$ cat config.mk
export PLATFORM = sky130hd
export DESIGN_NAME = swfrm_ring
export DESIGN_NICKNAME = d
export VERILOG_FILES = /design/src/rtl/swfrm_pkg.sv /design/src/rtl/swfrm_ring.sv
export SDC_FILE = /design/constraint.sdc
export NUM_CORES = 2
export LEC_CHECK = 0
export BUFFER_PORTS_ARGS = -buffer_cell sky130_fd_sc_hd__buf_2
export CORE_UTILIZATION = 24
export CTS_BUF_LIST = sky130_fd_sc_hd__clkbuf_8
export DETAILED_ROUTE_END_ITERATION = 16
export MAX_ROUTING_LAYER = met4
export PLACE_DENSITY = 0.35
export SLEW_MARGIN = 20
export SYNTH_ARGS = -nofsm -noshare
export SYNTH_HDL_FRONTEND = slang
export SYNTH_SLANG_ARGS = --single-unit
$ cat constraint.sdc
create_clock -name clock -period 5.35 [get_ports clock]
set_input_delay 0.535 -clock clock [delete_from_list [all_inputs] [get_ports clock]]
set_output_delay 0.535 -clock clock [all_outputs]
set_load 0.005 [all_outputs]
$ cat src/rtl/swfrm_pkg.sv
// Shared constants and types for the sliding window frame rate meter.
package swfrm_pkg;

   localparam int RING_DEPTH = 256;
   localparam int RING_AW    = $clog2(RING_DEPTH);
   localparam int COUNT_W    = RING_AW + 1;
   localparam int TICK_BITS  = 16;
   localparam int WSUM_W     = TICK_BITS + RING_AW;
   localparam int WLEN_W     = 24;
   localparam int TOT_W      = 48;
   localparam int FCNT_W     = 32;
   localparam int RATE_W     = 32;
   localparam int FRAC_BITS  = 16;
   localparam int DIV_W      = 48;
   localparam int ITER_W     = $clog2(DIV_W + 1);
   localparam int WNUM_W     = COUNT_W + FRAC_BITS;
   localparam int RSP_BITS   = RATE_W + COUNT_W + 1 + RATE_W + 1;
   localparam int RSP_W      = ((RSP_BITS + 7) / 8) * 8;
   localparam logic [WLEN_W-1:0] WLEN_RESET = WLEN_W'(1000);

   typedef struct packed {
      logic                 wr_en;
      logic [RING_AW-1:0]   wr_addr;
      logic [TICK_BITS-1:0] wr_data;
      logic                 rd_en;
      logic [RING_AW-1:0]   rd_addr;
   } ring_req_type;

   typedef struct packed {
      logic              start;
      logic [ITER_W-1:0] iters;
      logic [DIV_W-1:0]  dividend;
      logic [DIV_W-1:0]  divisor;
   } div_req_type;

   typedef struct packed {
      logic             done;
      logic [DIV_W-1:0] quotient;
   } div_rsp_type;

endpackage

$ cat src/rtl/swfrm_ring.sv
// Duration ring memory with one write port and one registered read port.
module swfrm_ring (
   input  logic                            clock,
   input  swfrm_pkg::ring_req_type         ring_req,
   output logic [swfrm_pkg::TICK_BITS-1:0] rd_data
);
   import swfrm_pkg::*;

   logic [TICK_BITS-1:0] ring_mem [RING_DEPTH];
   logic [TICK_BITS-1:0] rd_data_ff;

   always_ff @(posedge clock) begin
      if (ring_req.wr_en) begin
         ring_mem[ring_req.wr_addr] <= ring_req.wr_data;
      end
      if (ring_req.rd_en) begin
         rd_data_ff <= ring_mem[ring_req.rd_addr];
      end
   end

   assign rd_data = rd_data_ff;

endmodule

==> Word level (Yosys, flattened, before mapping) <==
Memories as Yosys holds them, arrays and structs flattened. A register that Yosys moved wholly into a read port is not among the register bits.
Index checks and enable logic that the tools add are counted.
{ "totals": {"reg_bits": 0, "latchBits": 0, "ramBits": 4096, "romBits": 0, "inputBits": 35, "output_inout_bits": 16, "elab_cells": 3, "mem_count": 1} }
{ "memory_table": {"columns": ["memory", "depth", "word_bits", "read_ports", "rd_ports_with_merged_regs", "wr", "line_no", "source"], "rows": [
  ["ring_mem", 256, 16, 1, 1, 1, "swfrm_ring.sv:9", "logic [TICK_BITS-1:0] ring_mem [RING_DEPTH];"]
]} }
{ "op_classes": {"addsub": 0, "mul": 0, "div": 0, "order_cmp": 0, "n_eq_ne": 0, "n_shift": 0, "mux": 2, "bitwise": 0, "reduce_logical": 0} }
{ "op_table": {"columns": ["cell", "count"], "rows": [
  ["$mux 1", 2]
]} }

==> Logic depth before layout (Yosys ltp) <==
{ "logic_depth": {"depth_word": 2, "mapped_depth": 12, "ltp_nobuf": 6} }

==> Least setup slack after synthesis <==
OpenSTA, ideal clock, no wires.
{ "synth_path": {"path_kind": "input to register", "start": "input ring_req[0] (netlist name)", "end": "register rd_data_ff[4], in the netlist rd_data[4] (read register of ring_mem) (data pin)", "arrival_ns": 2.519, "path_slack_ns": 2.566, "path_stages": 8, "path_buffers": 3, "cell_sequence": "buf_6 -> buf_6 -> buf_2 -> mux4_2 -> mux4_2 -> a22o_1 -> o32ai_2 -> nor4_2"} }
{ "synth_lines": {"columns": ["element", "line_no", "source"], "rows": [
  ["from (decl)", "swfrm_ring.sv:4", "input swfrm_pkg::ring_req_type ring_req,"],
  ["to (decl)", "swfrm_ring.sv:10", "logic [TICK_BITS-1:0] rd_data_ff;"]
]} }

==> results.yml <==
logic_synthesis:
  synth.most_common_cell: "edfxtp_1"
  syn_area_um2: 159000
  synth_largest_area_cell: "edfxtp_1"
  yosys_most_used_dff: "edfxtp_1"
  synthTopCellsByArea: "edfxtp_1 78%, mux4_2 11%, mux2i_1 3.6%"
  ys_ff_latch: 4112
  synth_top_area_frac: 0.777
  avgSynthCellArea_um2: 21.6
  async_reset_ff_frac: 0
  synth_common_cells: "4112 x edfxtp_1, 797 x mux4_2, 565 x mux2i_1, 304 x nor2_1, 252 x o221ai_1"
  ys_seq_area_frac: 0.777
  ys_types: 51
  syn_nets: 7395
  synth-edff-count: 4112
  synthCells: 7360
  synth_warnings: 0
floorplan:
  die-area_um2: 665000
  pin_count: 51
  die_x_um: 816
  die_h_um: 816
  rows: 298
  core_um2: 659000
  start_util: 0.241
drt:
  drt-total-wl_um: 540000
  dr.pass1.iters: 6
  vias_per_cell: 4.55
  drt-wirelength-per-cell_um: 30.8
  first_iter_violations: 7233
  num_vias: 79700
  ant_nets: 0
  drc: 0
critical_path:
  path_cells: "buf_12, buf_12, buf_4, buf_4, mux4_2, and3_1, a21oi_1, a21oi_1, nand4_1, nor4_1"
  worstSetupPathType: "in2reg"
  crit_path_max_incr_delay_ns: 0.73
  cp_max_fo: 39
  worstSetupStartpointType: "input pin"
  cp.required_ns: 6.47
  cp_slowest_cell: "a21oi_1"
  critPathArrivalTime_ns: 4.59
  endpoint_kind: "flop"
global_route:
  grt_max_degree: 153
  antenna_found_initial: 48
  grt_pass1_wl_um: 730000
  first_global_vias: 82900
  grt_util_all_layers: 0.162
  overflow: 0
clock_network:
  clk_pin_slew_ns: 0.06
  cts_root_buffer: "clkbuf_8"
  clockBufferDepth: 4
  cts_inserted_buffers: 732
  insertion_delay_ns: 1.31
  postCtsResizedCells: 0
  clock-sinks: 4112
  cts-htree-levels: 6
  cts_tree: "built"
timing:
  finalHoldViolCount: 0
  max_freq_mhz: 288
  timing.setup.tns_ns: 0
  fin_crit_ns: 3.47
  max-slew-margin-rel: 0.213
  rsz0062_at_grt: "no"
  tightest_slew_ns: 1.18
  setup_viol: 0
  clock_skew_ns: 0.0767
  finalMaxSlewViolations: 0
  fin_crit_sh: 0.648
pwr:
  p_per_area_nw_per_um2: 358
  p_leak_uw: 0.0585
  ir_drop_mv: 0.278
placed_design:
  gp_congestion: 0.804
  portBuffers: 50
  dp_hpwl_um: 328000
cells_and_area:
  final_util: 0.283
  drive_gt1_frac: 0.295
  final_net_count: 8265
  syn_to_final_growth_pct: 17.5
min_path:
  hold_class: "in2reg"
status:
  run_status: "complete, no violations"
job:
  cap_violations: 0
[placed cells by master, fill, tap and decap left out, drive strengths merged, types with 16 or more instances in the layout]
master,count
mux2i,565
dlygate4sd3,23
nand2,38
nor2,304
edfxtp,4112
a21oi,175
o21ai,38
buf,565
nand4,26
clkbuf,740
bufinv,20
o22ai,148
a221oi,28
diode,33
clkinv,260
nand3,35
o31ai,16
a211oi,18
nor4,18
nor3,92
inv,242
a22o,32
o32ai,21
a22oi,43
mux2,88
o221ai,253
mux4,797
[registers in the layout, summed over array words and instances, names as in the netlist]
signal    cells
rd_data      16
ring_mem   4096
[stage by stage]
stage | power (uW) | setup WS (ns) | cells | hold slack (ns) | area [um2]
2_1_floorplan | 38000 | 2.57 | 7360 | 0.634 | 159000
3_3_place_gp | 40000 | 0.235 | 16200 | 0.924 | 173000
3_5_place_dp | 40100 | 0.455 | 16200 | 0.929 | 173000
4_1_cts | 67800 | 1.94 | 17500 | 0.00747 | 187000
5_1_grt | 69100 | 1.85 | 17500 | 0.129 | 187000
6_report | 66700 | 1.88 | 17500 | 0.156 | 187000
[path summary, 6_finish.rpt]
| check | startpoint | to | slack, ns | depth (start not counted) |
|---|---|---|---|---|
| setup / recovery | ring_req[0] | rd_data[6]$_DFFE_PP_ | 1.88 | 10 |
| hold / removal | ring_req[6] | rd_data[1]$_DFFE_PP_ | 0.16 | 4 |
| setup reg to reg | ring_mem[23][11]$_DFFE_PP_ | rd_data[11]$_DFFE_PP_ | 2.23 | 5 |
| hold reg to reg | ring_mem[227][10]$_DFFE_PP_ | rd_data[10]$_DFFE_PP_ | 1.22 | 5 |
[cell type report]
| cell class | instances | area [um2] |
|---|---|---|
| well taps | 8700 | 10900 |
| fillers | 64800 | 472000 |
| inverters | 4 | 27.5 |
| repair buffers | 588 | 5330 |
| flip-flops and latches | 4112 | 123000 |
| multi-input cells | 2792 | 33600 |
| diodes | 33 | 82.6 |
| clock inverters | 532 | 3070 |
| clock buffers | 740 | 10200 |
[worst max-delay path, delay by kind of cell]
family	cells	cell delay [ns]
buffers and inverters	4	1.74
and+or+nand+nor	3	0.96
AOI/OAI and AO/OA	2	0.77
muxes	1	0.33
[what timing repair did]
action	CTS	global route
hold buffers	23	0
setup buffers	0	0
endpoints found under the hold margin	1438	0
[report_power, final]
group	internal [uW]	total [uW]	switching, uW
registers	35600	35600	70.0
clock network	13900	27400	13500
logic	1170	3710	2530
[cell families (layout without fill, tap and decap cells)]
kind of cell           Yosys count  count (layout)  share of synthesized area
AOI/OAI and AO/OA              786             786                     0.0353
buffers and inverters          456            1864                     0.0169
DFF                           4112            4112                      0.777
muxes                         1450            1450                      0.155
other                            0              33                          0
and+or+nand+nor                556             556                     0.0157
[metal layers]
metal / global-route usage / wire (um) / up-vias
met5: - / 0 / -
li1: - / - / 33200
met4: 0.0356 / 12100 / 0
met3: 0.0233 / 23500 / 752
met2: 0.258 / 257000 / 2171
met1: 0.221 / 248000 / 43500
(Power assumes the default switching activity.)
