File: config.mk
export PLATFORM = sky130hd
export DESIGN_NAME = swfrm_div
export DESIGN_NICKNAME = d
export VERILOG_FILES = /design/src/rtl/swfrm_pkg.sv /design/src/rtl/swfrm_div.sv
export SDC_FILE = /design/constraint.sdc
export NUM_CORES = 1
export LEC_CHECK = 0
export BUFFER_PORTS_ARGS = -buffer_cell sky130_fd_sc_hd__clkbuf_2
export CAP_MARGIN = 20
export CORE_MARGIN = 2
export CORE_UTILIZATION = 35
export CTS_CLUSTER_DIAMETER = 50
export DETAILED_ROUTE_END_ITERATION = 16
export PLACE_DENSITY = 0.49
export SYNTH_ARGS = -nofsm -noshare
export SYNTH_HDL_FRONTEND = slang
export SYNTH_SLANG_ARGS = --single-unit
export TNS_END_PERCENT = 100
File: constraint.sdc
create_clock -name clock -period 3.8 [get_ports clock]
set_input_delay 0.95 -clock clock [delete_from_list [all_inputs] [get_ports clock]]
set_output_delay 0.95 -clock clock [all_outputs]
set_load 0.01 [all_outputs]
File: src/rtl/swfrm_pkg.sv
// Shared constants and types for the sliding window frame rate meter.
package swfrm_pkg;

   localparam int RING_DEPTH = 256;
   localparam int RING_AW    = $clog2(RING_DEPTH);
   localparam int COUNT_W    = RING_AW + 1;
   localparam int TICK_BITS  = 16;
   localparam int WSUM_W     = TICK_BITS + RING_AW;
   localparam int WLEN_W     = 24;
   localparam int TOT_W      = 48;
   localparam int FCNT_W     = 32;
   localparam int RATE_W     = 32;
   localparam int FRAC_BITS  = 16;
   localparam int DIV_W      = 48;
   localparam int ITER_W     = $clog2(DIV_W + 1);
   localparam int WNUM_W     = COUNT_W + FRAC_BITS;
   localparam int RSP_BITS   = RATE_W + COUNT_W + 1 + RATE_W + 1;
   localparam int RSP_W      = ((RSP_BITS + 7) / 8) * 8;
   localparam logic [WLEN_W-1:0] WLEN_RESET = WLEN_W'(1000);

   typedef struct packed {
      logic                 wr_en;
      logic [RING_AW-1:0]   wr_addr;
      logic [TICK_BITS-1:0] wr_data;
      logic                 rd_en;
      logic [RING_AW-1:0]   rd_addr;
   } ring_req_type;

   typedef struct packed {
      logic              start;
      logic [ITER_W-1:0] iters;
      logic [DIV_W-1:0]  dividend;
      logic [DIV_W-1:0]  divisor;
   } div_req_type;

   typedef struct packed {
      logic             done;
      logic [DIV_W-1:0] quotient;
   } div_rsp_type;

endpackage

File: src/rtl/swfrm_div.sv
// Restoring divider that produces one quotient bit per cycle.
module swfrm_div (
   input  logic                   clock,
   input  logic                   reset,
   input  swfrm_pkg::div_req_type div_req,
   output swfrm_pkg::div_rsp_type div_rsp
);
   import swfrm_pkg::*;

   logic              busy_ff, busy_in;
   logic [ITER_W-1:0] left_ff, left_in;
   logic [DIV_W-1:0]  dvd_ff, dvd_in;
   logic [DIV_W-1:0]  dvs_ff, dvs_in;
   logic [DIV_W-1:0]  rem_ff, rem_in;
   logic [DIV_W-1:0]  quo_ff, quo_in;
   logic              done_ff, done_in;
   logic [DIV_W:0]    rem_shift;
   logic [DIV_W:0]    rem_diff;
   logic              fits;

   assign rem_shift = {rem_ff, dvd_ff[DIV_W-1]};
   assign fits      = rem_shift >= {1'b0, dvs_ff};
   assign rem_diff  = rem_shift - {1'b0, dvs_ff};

   always_comb begin
      busy_in = busy_ff;
      left_in = left_ff;
      dvd_in  = dvd_ff;
      dvs_in  = dvs_ff;
      rem_in  = rem_ff;
      quo_in  = quo_ff;
      done_in = 1'b0;
      if (div_req.start) begin
         busy_in = 1'b1;
         left_in = div_req.iters;
         dvd_in  = div_req.dividend;
         dvs_in  = div_req.divisor;
         rem_in  = '0;
         quo_in  = '0;
      end else if (busy_ff) begin
         dvd_in  = {dvd_ff[DIV_W-2:0], 1'b0};
         rem_in  = fits ? rem_diff[DIV_W-1:0] : rem_shift[DIV_W-1:0];
         quo_in  = {quo_ff[DIV_W-2:0], fits};
         left_in = left_ff - ITER_W'(1);
         if (left_ff == ITER_W'(1)) begin
            busy_in = 1'b0;
            done_in = 1'b1;
         end
      end
   end

   always_ff @(posedge clock) begin
      if (reset) begin
         busy_ff <= 1'b0;
         done_ff <= 1'b0;
      end else begin
         busy_ff <= busy_in;
         done_ff <= done_in;
      end
      left_ff <= left_in;
      dvd_ff  <= dvd_in;
      dvs_ff  <= dvs_in;
      rem_ff  <= rem_in;
      quo_ff  <= quo_in;
   end

   assign div_rsp.done     = done_ff;
   assign div_rsp.quotient = quo_ff;

endmodule

======== Word level (Yosys, flattened, before mapping) ========
Cells that the tools add are included.
word-level totals
  register bits after elaboration ......... 200
  logic and storage cells ................. 23
  output and inout port bits .............. 49
  bits of input ports ..................... 105
cells by class
  reductions and logical operators ........ 2
  mux-type cells .......................... 9
  equal/unequal tests ..................... 1
  bitwise gates (word level) .............. 1
  $lt $le $gt $ge ......................... 1
  $add $sub $neg .......................... 2
operators with widths
  cell                 number
  $mux 48              3
  $ge 49x48->1         1
  $sub 48x48->48       1
  $mux 6               2
  $eq 6x1->1 const B   1
  $sub 6x1->6 const B  1
  $mux 1               4
  $reduce_or 3->1      1
  $reduce_bool 2->1    1
  $not 1->1            1

======== Depth between registers and ports, before layout ========
Gate-level depths: netlist of run 1.
  depth after elaboration ................. 4
  depth in mapped cells ................... 14
  gate-level depth less buffers ........... 13

======== Least setup slack after synthesis of run 1 ========
No wires, ideal clock.
  path type ............................... register to register
  start ................................... register dvs_ff[12]
  end ..................................... register rem_ff[44]
  stages on the path, launching flop included .. 13
  data arrival time ....................... 2.725 ns
  path buffers ............................ 1
  required time ........................... 3.712 ns
  path slack .............................. 0.986 ns
  cells stage by stage .................... edfxtp_1 inv_1 ha_1 buf_2 nand4_2 or4_1 o21ai_2 o21ai_2 o221a_4 o41ai_4 xor2_1 nand2_1 a311oi_2
between the ends
  longest elaborated chain between the ends .. 2
  elaborated cells on any way between the ends .. 3
RTL lines
  what                                                   line                              RTL
  from (decl)                                            swfrm_div.sv:13                   logic [DIV_W-1:0] dvs_ff, dvs_in;
  from (signal assigned)                                 swfrm_div.sv:62                   dvs_ff <= dvs_in;
  $sub 48x48->48 / $ge 49x48->1 (equally long branches)  swfrm_div.sv:23, swfrm_div.sv:22
  $mux 48 *                                              swfrm_div.sv:42                   rem_in = fits ? rem_diff[DIV_W-1:0] : rem_shift[DIV_W-1:0];
  to (signal assigned)                                   swfrm_div.sv:63                   rem_ff <= rem_in;
  to (decl)                                              swfrm_div.sv:14                   logic [DIV_W-1:0] rem_ff, rem_in;
Mark *: on every way between the ends. The rest lies on a longest branch, timed or not.
A chain may end at the register's enable or synchronous reset.

======== Final worst setup path of run 1 ========
  start ................................... register dvs_ff[18]
  end ..................................... register rem_ff[26]
Same word-level chain as after synthesis.

==> metrics.md, run 1 <==
| Metric | Value |
|---|---|
| Slew of the pin with the lowest slew margin | 810 ps |
| Htree depth | 4 |
| Routed Antenna Nets | 0 |
| VDD IR max | 0.329 mV |
| Largest net degree at the start of global routing | 75 |
| Hold_buf cts | 0 |
| Placer Congestion | 0.825 |
| Clk buf depth | 2 |
| Status | finished, final reports clean |
| Final TNS setup | 0 ps |
| Via Count | 7,941 |
| Grt ovf | 0 |
| Worst EP arrival | 3790 ps |
| Total CTS buffers | 17 |
| All-Layer GR Usage | 16.5% |
| Final Util | 41.5% |
| Global-route wire length before repair | 41,300 microns |
| Min-Delay Path Class | flop to flop |
| Nets@finish | 1,341 |
| Final hold vios | 0 |
| Max-slew violation count | 0 |
| Main synth FF type | edfxtp_1 |
| Seq/Total Area, Yosys | 47.9% |
| Row count | 63 |
| Top cells by area, synth | edfxtp_1 29%, dfxtp_1 19%, ha_1 6.0% |
| Routed WL per cell | 15.8 microns |
| Hpwl dp | 17,600 microns |
| CTS tree | built |
| Drt pass-1 iters | 4 |
| Layout cells sized above 1 | 21.5% |
| Leakage power | 5.20 nW |
| WS Path Type | flop to flop |
| 1st-iter DRT viols | 409 |
| F_max | 290 MHz |
| Worst path required time | 4140 ps |
| Initial antenna violation count | 3 |
| Clock skew | 16.2 ps |
| FFs w/ async S/R, synth | 0% |
| CTS Sinks | 200 |
| Setup repair after global routing missed its margin | false |
| Core Area | 0.0296 sq mm |
| Initial Util | 35.5% |
| Final setup violation count | 0 |
| Fin crit share | 90.8% |
| Clock period minus worst slack | 3450 ps |
| #FFs+latches synth | 200 |
| Residual DRC count | 0 |
| Clock transition at the registers of the reported paths | 80 ps |
| Vias in the first global route | 7,927 |
| Commonest cells post-synth | 124 x nand2_1, 124 x nor2_1, 102 x edfxtp_1 |
| Mapped Area | 0.0105 sq mm |
| Total wire length | 25,100 microns |
| Area leader, netlist | edfxtp_1 |
| Headroom to the max-slew limit | 46.0% |
| Resize count post-CTS | 0 |
| Syn_area_per_cell | 9.91 sq um |
| Skew-Pair Late Insertion Delay | 450 ps |
| Clock root cell | clkbuf_16 |
| Synth Warn # | 0 |
| Startpoint Class | flop |
| Die W | 177 microns |
| Number of port buffers | 153 |
| Max cap viols | 0 |
| Post-synth EDFFs | 102 |
| Postcts setup bufs | 0 |
| Area grow syn2layout | 17.1% |
| Chip height | 177 microns |
| Post-synth top area share | 29.2% |
| Cell Pwr Density | 454 mW/mm^2 |
| Via/cell ratio | 4.99 |
| Setup crit end kind | flop |
| Die area | 0.0313 sq mm |
| Gate Count Post-Synth | 1,058 |
| Top-Level Pins | 154 |
| Net count after synthesis | 1,214 |
| Distinct cell type count after synthesis | 61 |
| Critical path peak fanout | 15 |
## flip-flops by register name (all words and copies together) (netlist names)
signal / flops
done_ff: 1
rem_ff: 48
quo_ff: 48
busy_ff: 1
left_ff: 6
dvd_ff: 48
dvs_ff: 48
## placed cells by master (no fill, tap or decap), types with 3 or more instances in the layout
| cell | n |
|---|---|
| clkbuf_2 | 152 |
| nand2_1 | 124 |
| nor2_1 | 124 |
| edfxtp_1 | 102 |
| dfxtp_1 | 97 |
| inv_1 | 60 |
| a21oi_1 | 51 |
| ha_1 | 50 |
| mux2i_1 | 49 |
| mux2_2 | 47 |
| o21ai_0 | 46 |
| a311oi_1 | 32 |
| xnor2_1 | 27 |
| a21o_1 | 24 |
| nand4_1 | 18 |
| xor2_1 | 17 |
| clkbuf_16 | 17 |
| nor3_1 | 12 |
| nand3_1 | 12 |
| a31oi_1 | 11 |
| a211oi_1 | 9 |
| buf_4 | 9 |
| o211ai_1 | 8 |
| nor2b_1 | 7 |
| o21bai_1 | 6 |
| and3_1 | 5 |
| clkinv_8 | 5 |
| o21a_1 | 4 |
| a21boi_0 | 4 |
| nand2b_1 | 4 |
| nor4_1 | 3 |
| o21ai_1 | 3 |
| o31ai_1 | 3 |
| or2_2 | 3 |
| a22oi_1 | 3 |
| inv_6 | 3 |
| inv_8 | 3 |
| buf_12 | 3 |
## final timing paths
check / start / to / slack [ps] / depth (start not counted)
setup / recovery: dvs_ff[18] / rem_ff[26] / 350 / 11
hold / removal: rem_ff[19] / rem_ff[19] / 490 / 2
setup reg to reg: dvs_ff[18] / rem_ff[26] / 350 / 11
hold reg to reg: rem_ff[19] / rem_ff[19] / 490 / 2
## stage by stage
step                cells  power, W  setup WS (ps)  hold WS, ps  instance area, sq um
floorplan            1058   0.00338            986          451                 10500
CTS                  1588   0.00566            298          492                 12300
detailed placement   1556   0.00370            323          479                 11600
global placement     1556   0.00370            449          474                 11600
finish               1590   0.00557            349          486                 12300
global route         1588   0.00588           74.5          509                 12300
## cell families (layout without fill, tap and decap cells)
family / Yosys count / count (layout) / synth area share [%]
buffers and inverters: 118 / 258 / 4.42
adders and majority gates: 51 / 51 / 6.16
DFF: 200 / 200 / 47.9
muxes: 96 / 96 / 9.73
AOI/OAI and AO/OA: 228 / 228 / 14.9
other: 0 / 2 / 0
xor gates and xnor gates: 44 / 44 / 3.68
and+or+nand+nor: 321 / 321 / 13.1
## power by group
part	switching (W)	internal (W)
sequential	0.0000725	0.00244
combinational	0.000672	0.000461
clock	0.000966	0.000961
total	0.00171	0.00386
## final cells by class
type,count,area (sq um)
clock inverters,15,201
well taps,390,488
diodes,2,5.00
fillers,2993,17300
inverters,61,229
flip-flops and latches,200,5030
multi-input cells,740,5000
repair buffers,165,900
clock buffers,17,425
## per-layer routing
metal	global-route usage, %	wire length, microns	vias to the layer above
li1	-	-	4062
met1	22.3	12300	3706
met2	24.7	10700	149
met3	5.95	1780	24
met4	4.61	370	0
met5	0	0	-
## worst max-delay path, stage by stage (launching register included)
cell and delay (ps):
edfxtp_1 340, inv_1 50, ha_1 370, a21oi_1 240, o21ai_0 150, a211o_1 370, nor4_1 490, o21ai_1 270
a21oi_4 420, buf_4 300, nand2_1 80, a311oi_1 260
Note: power is estimated with default switching activity, not from simulation.
==> run 2: changes to the inputs <==
--- a/config.mk
+++ b/config.mk
@@ -7,11 +7,13 @@
 export LEC_CHECK = 0
 export BUFFER_PORTS_ARGS = -buffer_cell sky130_fd_sc_hd__clkbuf_2
 export CAP_MARGIN = 20
+export CELL_PAD_IN_SITES_DETAIL_PLACEMENT = 1
+export CELL_PAD_IN_SITES_GLOBAL_PLACEMENT = 1
 export CORE_MARGIN = 2
 export CORE_UTILIZATION = 35
 export CTS_CLUSTER_DIAMETER = 50
 export DETAILED_ROUTE_END_ITERATION = 16
-export PLACE_DENSITY = 0.49
+export PLACE_DENSITY = 0.61
 export SYNTH_ARGS = -nofsm -noshare
 export SYNTH_HDL_FRONTEND = slang
 export SYNTH_SLANG_ARGS = --single-unit
==> run 2 against run 1 <==
Power is 0.11% higher. Flip-flop and latch count unchanged. Sequential power about the same. Setup slack worse by 3.0 ps. Global-route usage is 1.1 points higher. Clock power is essentially flat. Worst hold slack better by 12 ps. Non-clock buffer count grew 1. Critical path type unchanged.
==> metrics.md, run 2 (synthesized netlist as in run 1, its figures left out) <==
| Metric | Value |
|---|---|
| Leakage power | 5.21 nW (+0.20%) |
| Placer Congestion | 0.784 (-4.9%) |
| Clock transition at the registers of the reported paths | 90 ps (about the same) |
| Final TNS setup | 0 ps (unchanged) |
| Nets@finish | 1,342 (+0.075%) |
| Initial Util | 35.5% (unchanged) |
| Die W | 177 microns (unchanged) |
| Most frequent cells in the layout | 152 x clkbuf_2, 124 x nand2_1, 124 x nor2_1 |
| F_max | 289 MHz (about the same) |
| Skew-Pair Late Insertion Delay | 450 ps (about the same) |
| Area grow syn2layout | 16.9% |
| VDD IR max | 0.321 mV (-2.6%) |
| Global-route wire length before repair | 43,900 microns (+6.4%) |
| Max-slew violation count | 0 (unchanged) |
| Clock skew | 23.3 ps (+7.08 ps) |
| Routed WL per cell | 17.0 microns (+7.7%) |
| Final hold vios | 0 (unchanged) |
| Cell repeated most along the worst path | o21ai_1 |
| Clock root cell | clkbuf_16 |
| Top-Level Pins | 154 (unchanged) |
| Hpwl dp | 19,500 microns (+10%) |
| Final setup violation count | 0 (unchanged) |
| Min-Delay Path Class | flop to flop |
| Setup repair after global routing missed its margin | false |
| Row count | 63 (unchanged) |
| Chip height | 177 microns (unchanged) |
| Total wire length | 27,000 microns (+7.6%) |
| Startpoint Class | flop |
| Headroom to the max-slew limit | 47.0% (+1.0 points) |
| Slew of the pin with the lowest slew margin | 795 ps (-15.1 ps) |
| CP Cell Sequence | inv_1 -> ha_1 -> a21oi_1 -> o21ai_1 -> a22o_1 -> nor4_1 -> o21ai_1 -> a21oi_4 -> buf_4 -> nand2_1 -> a311oi_1 |
| Cell Pwr Density | 455 mW/mm^2 (+0.31%) |
| Via Count | 8,078 (+1.7%) |
| Worst path required time | 4150 ps (about the same) |
| All-Layer GR Usage | 17.6% (+1.1 points) |
| Slowest cell on crit path | a21oi_4 |
| Number of port buffers | 153 (unchanged) |
| Clk buf depth | 2 (unchanged) |
| CP startpoint | dvs_ff[10] |
| Layout cells sized above 1 | 21.6% (+0.065 points) |
| Fin crit share | 90.9% (about the same) |
| Via/cell ratio | 5.08 (+1.8%) |
| Worst setup endpoint | rem_ff[10] |
| Die area | 0.0313 sq mm (unchanged) |
| Routed Antenna Nets | 0 (unchanged) |
| Htree depth | 4 (unchanged) |
| Most common cell after layout, fill and taps aside | clkbuf_2 |
| Hold_buf cts | 0 (unchanged) |
| CTS tree | built |
| FF-to-FF End | rem_ff[10] |
| Core Area | 0.0296 sq mm (unchanged) |
| Largest net degree at the start of global routing | 88 (+17%) |
| Critical path peak fanout | 12 (-3) |
| Worst R2R Setup Slack | 350 ps (about the same) |
| Status | finished, final reports clean |
| Filler Cells Inserted | 3,402 (+14%) |
| Setup crit end kind | flop |
| Residual DRC count | 0 (unchanged) |
| Vias in the first global route | 8,462 (+6.7%) |
| CTS Sinks | 200 (unchanged) |
| R2R cell count | 11 (unchanged) |
| Total power draw | 0.00558 W (+0.11%) |
| ANT cells | 0 (-2) |
| Worst r2r src | dvs_ff[10] |
| Grt ovf | 0 (unchanged) |
| Max cap viols | 0 (unchanged) |
| Drt pass-1 iters | 4 (unchanged) |
| 1st-iter DRT viols | 430 (+5.1%) |
| Postcts setup bufs | 0 (unchanged) |
| Initial antenna violation count | 1 (-2) |
| Worst EP arrival | 3800 ps (about the same) |
| Resize count post-CTS | 0 (unchanged) |
| WS Path Type | flop to flop |
| Clock period minus worst slack | 3450 ps (+3.05 ps) |
| Total CTS buffers | 17 (unchanged) |
| CP max stage delay | 480 ps (about the same) |
==> run 2: cell count changes in the layout (fill, tap and decap cells not counted), sizes merged <==
cell | before | now
buf | 13 | 14
clkbuf | 169 | 172
clkinv | 6 | 1
clkinvlp | 1 | 0
diode | 2 | 0
inv | 68 | 71
==> run 2: metrics by stage <==
| stage | hold slack, ps | util, % | instance area, sq um | worst slack [ps] | instances |
|---|---|---|---|---|---|
| 5_1_grt | 525 | 41.5 | 12300 | 47.5 | 1589 |
| 3_5_place_dp | 493 | 39.4 | 11600 | 288 | 1557 |
| 3_3_place_gp | 475 | 39.4 | 11600 | 375 | 1557 |
| 6_report | 499 | 41.5 | 12300 | 346 | 1589 |
| 2_1_floorplan | 451 | - | 10500 | 986 | 1058 |
| 4_1_cts | 500 | 41.4 | 12300 | 258 | 1589 |
==> run 2: layer usage <==
metal | track usage (%) | vias to the layer above | share of wire, %
li1 | - | 4052 | -
met1 | 23.1 | 3862 | 48
met2 | 27.8 | 144 | 44
met3 | 6.14 | 18 | 6.8
met4 | 3.86 | 2 | 0.94
met5 | 0 | - | 0.052
==> run 2: worst max-delay path: cells and delay by family (launching register included) <==
family | cells | cell delay [ps]
compound gates | 6 | 1720
simple gates | 2 | 540
fa+ha+maj | 1 | 410
flops | 1 | 340
buf+inv | 2 | 340
==> run 2: layout make-up <==
cell class	instances	area [sq um]	area share [%]
clock buffers	20	478	3.90
repair buffers	166	895	7.30
inverters	61	229	1.87
clock inverters	12	134	1.09
multi-input cells	740	5000	40.8
flip-flops and latches	200	5030	41.0
well taps	390	488	3.98
==> run 2: power by group <==
group / internal (W) / switching (W)
registers: 0.00244 / 0.0000846
logic: 0.000459 / 0.000685
clock network: 0.000987 / 0.000922
total: 0.00389 / 0.00169
==> run 2: worst min-delay path by stage <==
stage / start / to / slack [ps] / depth (start not counted)
2_1_floorplan: rem_ff[19] / rem_ff[19] / 450 / 2
3_3_place_gp: rem_ff[5] / rem_ff[5] / 470 / 2
3_5_place_dp: rem_ff[15] / rem_ff[16] / 490 / 2
4_1_cts: rem_ff[1] / rem_ff[1] / 500 / 2
5_1_grt: rem_ff[15] / rem_ff[16] / 530 / 2
6_report: rem_ff[8] / rem_ff[9] / 500 / 2
==> run 3: changes to the inputs <==
--- a/config.mk
+++ b/config.mk
@@ -5,7 +5,6 @@
 export SDC_FILE = /design/constraint.sdc
 export NUM_CORES = 1
 export LEC_CHECK = 0
-export BUFFER_PORTS_ARGS = -buffer_cell sky130_fd_sc_hd__clkbuf_2
 export CAP_MARGIN = 20
 export CELL_PAD_IN_SITES_DETAIL_PLACEMENT = 1
 export CELL_PAD_IN_SITES_GLOBAL_PLACEMENT = 1
@@ -13,7 +12,9 @@
 export CORE_UTILIZATION = 35
 export CTS_CLUSTER_DIAMETER = 50
 export DETAILED_ROUTE_END_ITERATION = 16
-export PLACE_DENSITY = 0.61
+export DONT_BUFFER_PORTS = 1
+export MAX_ROUTING_LAYER = met4
+export PLACE_DENSITY = 0.56
 export SYNTH_ARGS = -nofsm -noshare
 export SYNTH_HDL_FRONTEND = slang
 export SYNTH_SLANG_ARGS = --single-unit
==> run 3 against run 2 <==
Sequential share of layout area up 2.9 points. Via count decreased by 7.3%. Wire length shrank 1.6%. Setup slack better by 75 ps. Non-clock buffer count shrank 156. Cell count fell by 9.3%. Power shrank 2.5%. Critical path type unchanged. Critical endpoint is now rem_ff[46]. Critical path depth unchanged.
==> metrics.md, run 3 (synthesized netlist as in run 1, its figures left out) <==
| Metric | Value |
|---|---|
| Chip height | 177 microns (unchanged) |
| Critical path peak fanout | 25 (+13) |
| Final setup violation count | 0 (unchanged) |
| Via Count | 7,490 (-7.3%) |
| Routed WL per cell | 18.4 microns (+8.4%) |
| Routed Antenna Nets | 0 (unchanged) |
| Min-Delay Startpoint | rem_ff[17] |
| F_max | 296 MHz (+2.2%) |
| Clock root cell | clkbuf_16 |
| Setup repair after global routing missed its margin | false |
| Placed Instances | 1,401 (-10%) |
| Worst r2r src | dvs_ff[1] |
| Residual DRC count | 0 (unchanged) |
| Row count | 63 (unchanged) |
| Initial antenna violation count | 8 (+7) |
| Nets@finish | 1,186 (-12%) |
| Grt ovf | 0 (unchanged) |
| Startpoint Class | flop |
| Non-Filler Instances | 1,442 (-9.3%) |
| Setup crit end kind | flop |
| Hpwl dp | 18,800 microns (-3.5%) |
| Resize count post-CTS | 0 (unchanged) |
| Clock skew | 17.2 ps (-6.07 ps) |
| Total CTS buffers | 17 (unchanged) |
| Worst path required time | 4150 ps (about the same) |
| Final hold vios | 0 (unchanged) |
| Die W | 177 microns (unchanged) |
| Skew-Pair Late Insertion Delay | 460 ps (about the same) |
| Most frequent cells in the layout | 124 x nand2_1, 124 x nor2_1, 102 x edfxtp_1 |
| 1st-iter DRT viols | 352 (-18%) |
| Slew of the pin with the lowest slew margin | 1070 ps (+278 ps) |
| Final Util | 38.7% (-2.7 points) |
| Total wire length | 26,600 microns (-1.6%) |
| WS Path Type | flop to flop |
| Drt pass-1 iters | 4 (unchanged) |
| Cell Pwr Density | 475 mW/mm^2 (+4.3%) |
| Clock transition at the registers of the reported paths | 90 ps (about the same) |
| Headroom to the max-slew limit | 28.4% (-19 points) |
| Multi-input gate area | 0.00500 sq mm (about the same) |
| All-Layer GR Usage | 18.1% (+0.52 points) |
| Number of port buffers | 0 (-100%) |
| VDD IR max | 0.326 mV (+1.5%) |
| Placer Congestion | 0.780 (-0.56%) |
| Layout cells sized above 1 | 9.88% (-12 points) |
| CP startpoint | dvs_ff[1] |
| Worst EP arrival | 3730 ps (-70 ps) |
| Register Area | 0.00503 sq mm (unchanged) |
| Hold_buf cts | 0 (unchanged) |
| Fin crit share | 88.9% (-2.0 points) |
| Filler Cells Inserted | 3,345 (-1.7%) |
| Clk buf depth | 2 (unchanged) |
| Vias in the first global route | 8,022 (-5.2%) |
| Via/cell ratio | 5.19 (+2.2%) |
| Leakage power | 4.51 nW (-13%) |
| CTS tree | built |
| Htree depth | 4 (unchanged) |
| Area grow syn2layout | 9.29% |
| Global-route wire length before repair | 43,200 microns (-1.6%) |
| Top-Level Pins | 154 (unchanged) |
| Largest net degree at the start of global routing | 197 (+120%) |
| Clock period minus worst slack | 3380 ps (-75.2 ps) |
| Max-slew violation count | 0 (unchanged) |
| Final TNS setup | 0 ps (unchanged) |
| CTS Sinks | 200 (unchanged) |
| Core Area | 0.0296 sq mm (unchanged) |
| Status | finished, final reports clean |
| Die area | 0.0313 sq mm (unchanged) |
| Min-Delay Path Class | flop to flop |
| Postcts setup bufs | 0 (unchanged) |
| Initial Util | 35.5% (unchanged) |
| Max cap viols | 0 (unchanged) |
==> run 3: path summary, 6_finish.rpt <==
check                             endpoint  slack, ps  cells past startpoint
worst max-delay path            rem_ff[46]        420                     11
worst min-delay path            rem_ff[18]        490                      2
worst max register to register  rem_ff[46]        420                     11
worst min register to register  rem_ff[18]        490                      2
==> run 3: layer usage <==
| metal | GRT usage (%) | up-vias | routed length, microns |
|---|---|---|---|
| met5 | - | - | 0 |
| met4 | 4.48 | 0 | 274 |
| met1 | 22.3 | 3604 | 12600 |
| li1 | - | 3752 | - |
| met3 | 6.23 | 13 | 1460 |
| met2 | 28.5 | 121 | 12200 |
==> run 3: area by class of cell <==
cell class,instances,share of cell area [%]
Sequential cell,200,43.9
Inverter,61,2.00
Clock inverter,13,1.27
Antenna cell,9,0.197
Multi-Input combinational cell,740,43.7
Tap cell,390,4.26
Clock buffer,19,3.95
Timing Repair Buffer,10,0.765
==> run 3: power breakdown <==
group / internal [W] / switching [W]
sequential: 0.00244 / 0.0000888
clock: 0.000919 / 0.000942
combinational: 0.000416 / 0.000633
==> run 3: stage by stage <==
stage	hold slack (ps)	total power [W]	setup slack, ps	cell area (sq um)
floorplan	451	0.00338	986	10500
global placement	482	0.00363	537	10800
detailed placement	489	0.00364	410	10800
CTS	490	0.00554	385	11400
global route	516	0.00574	74.9	11500
finish	495	0.00544	421	11500
==> run 3: critical path, cell delays in order (launching register included) <==
cell and delay [ps]:
edfxtp_1 390, inv_1 60, ha_1 280, nor2b_1 190
o2111ai_1 180, a2111oi_0 590, nor4_1 190, o21ai_1 340
a21o_1 290, buf_4 330, nor2_1 120, a221o_1 310
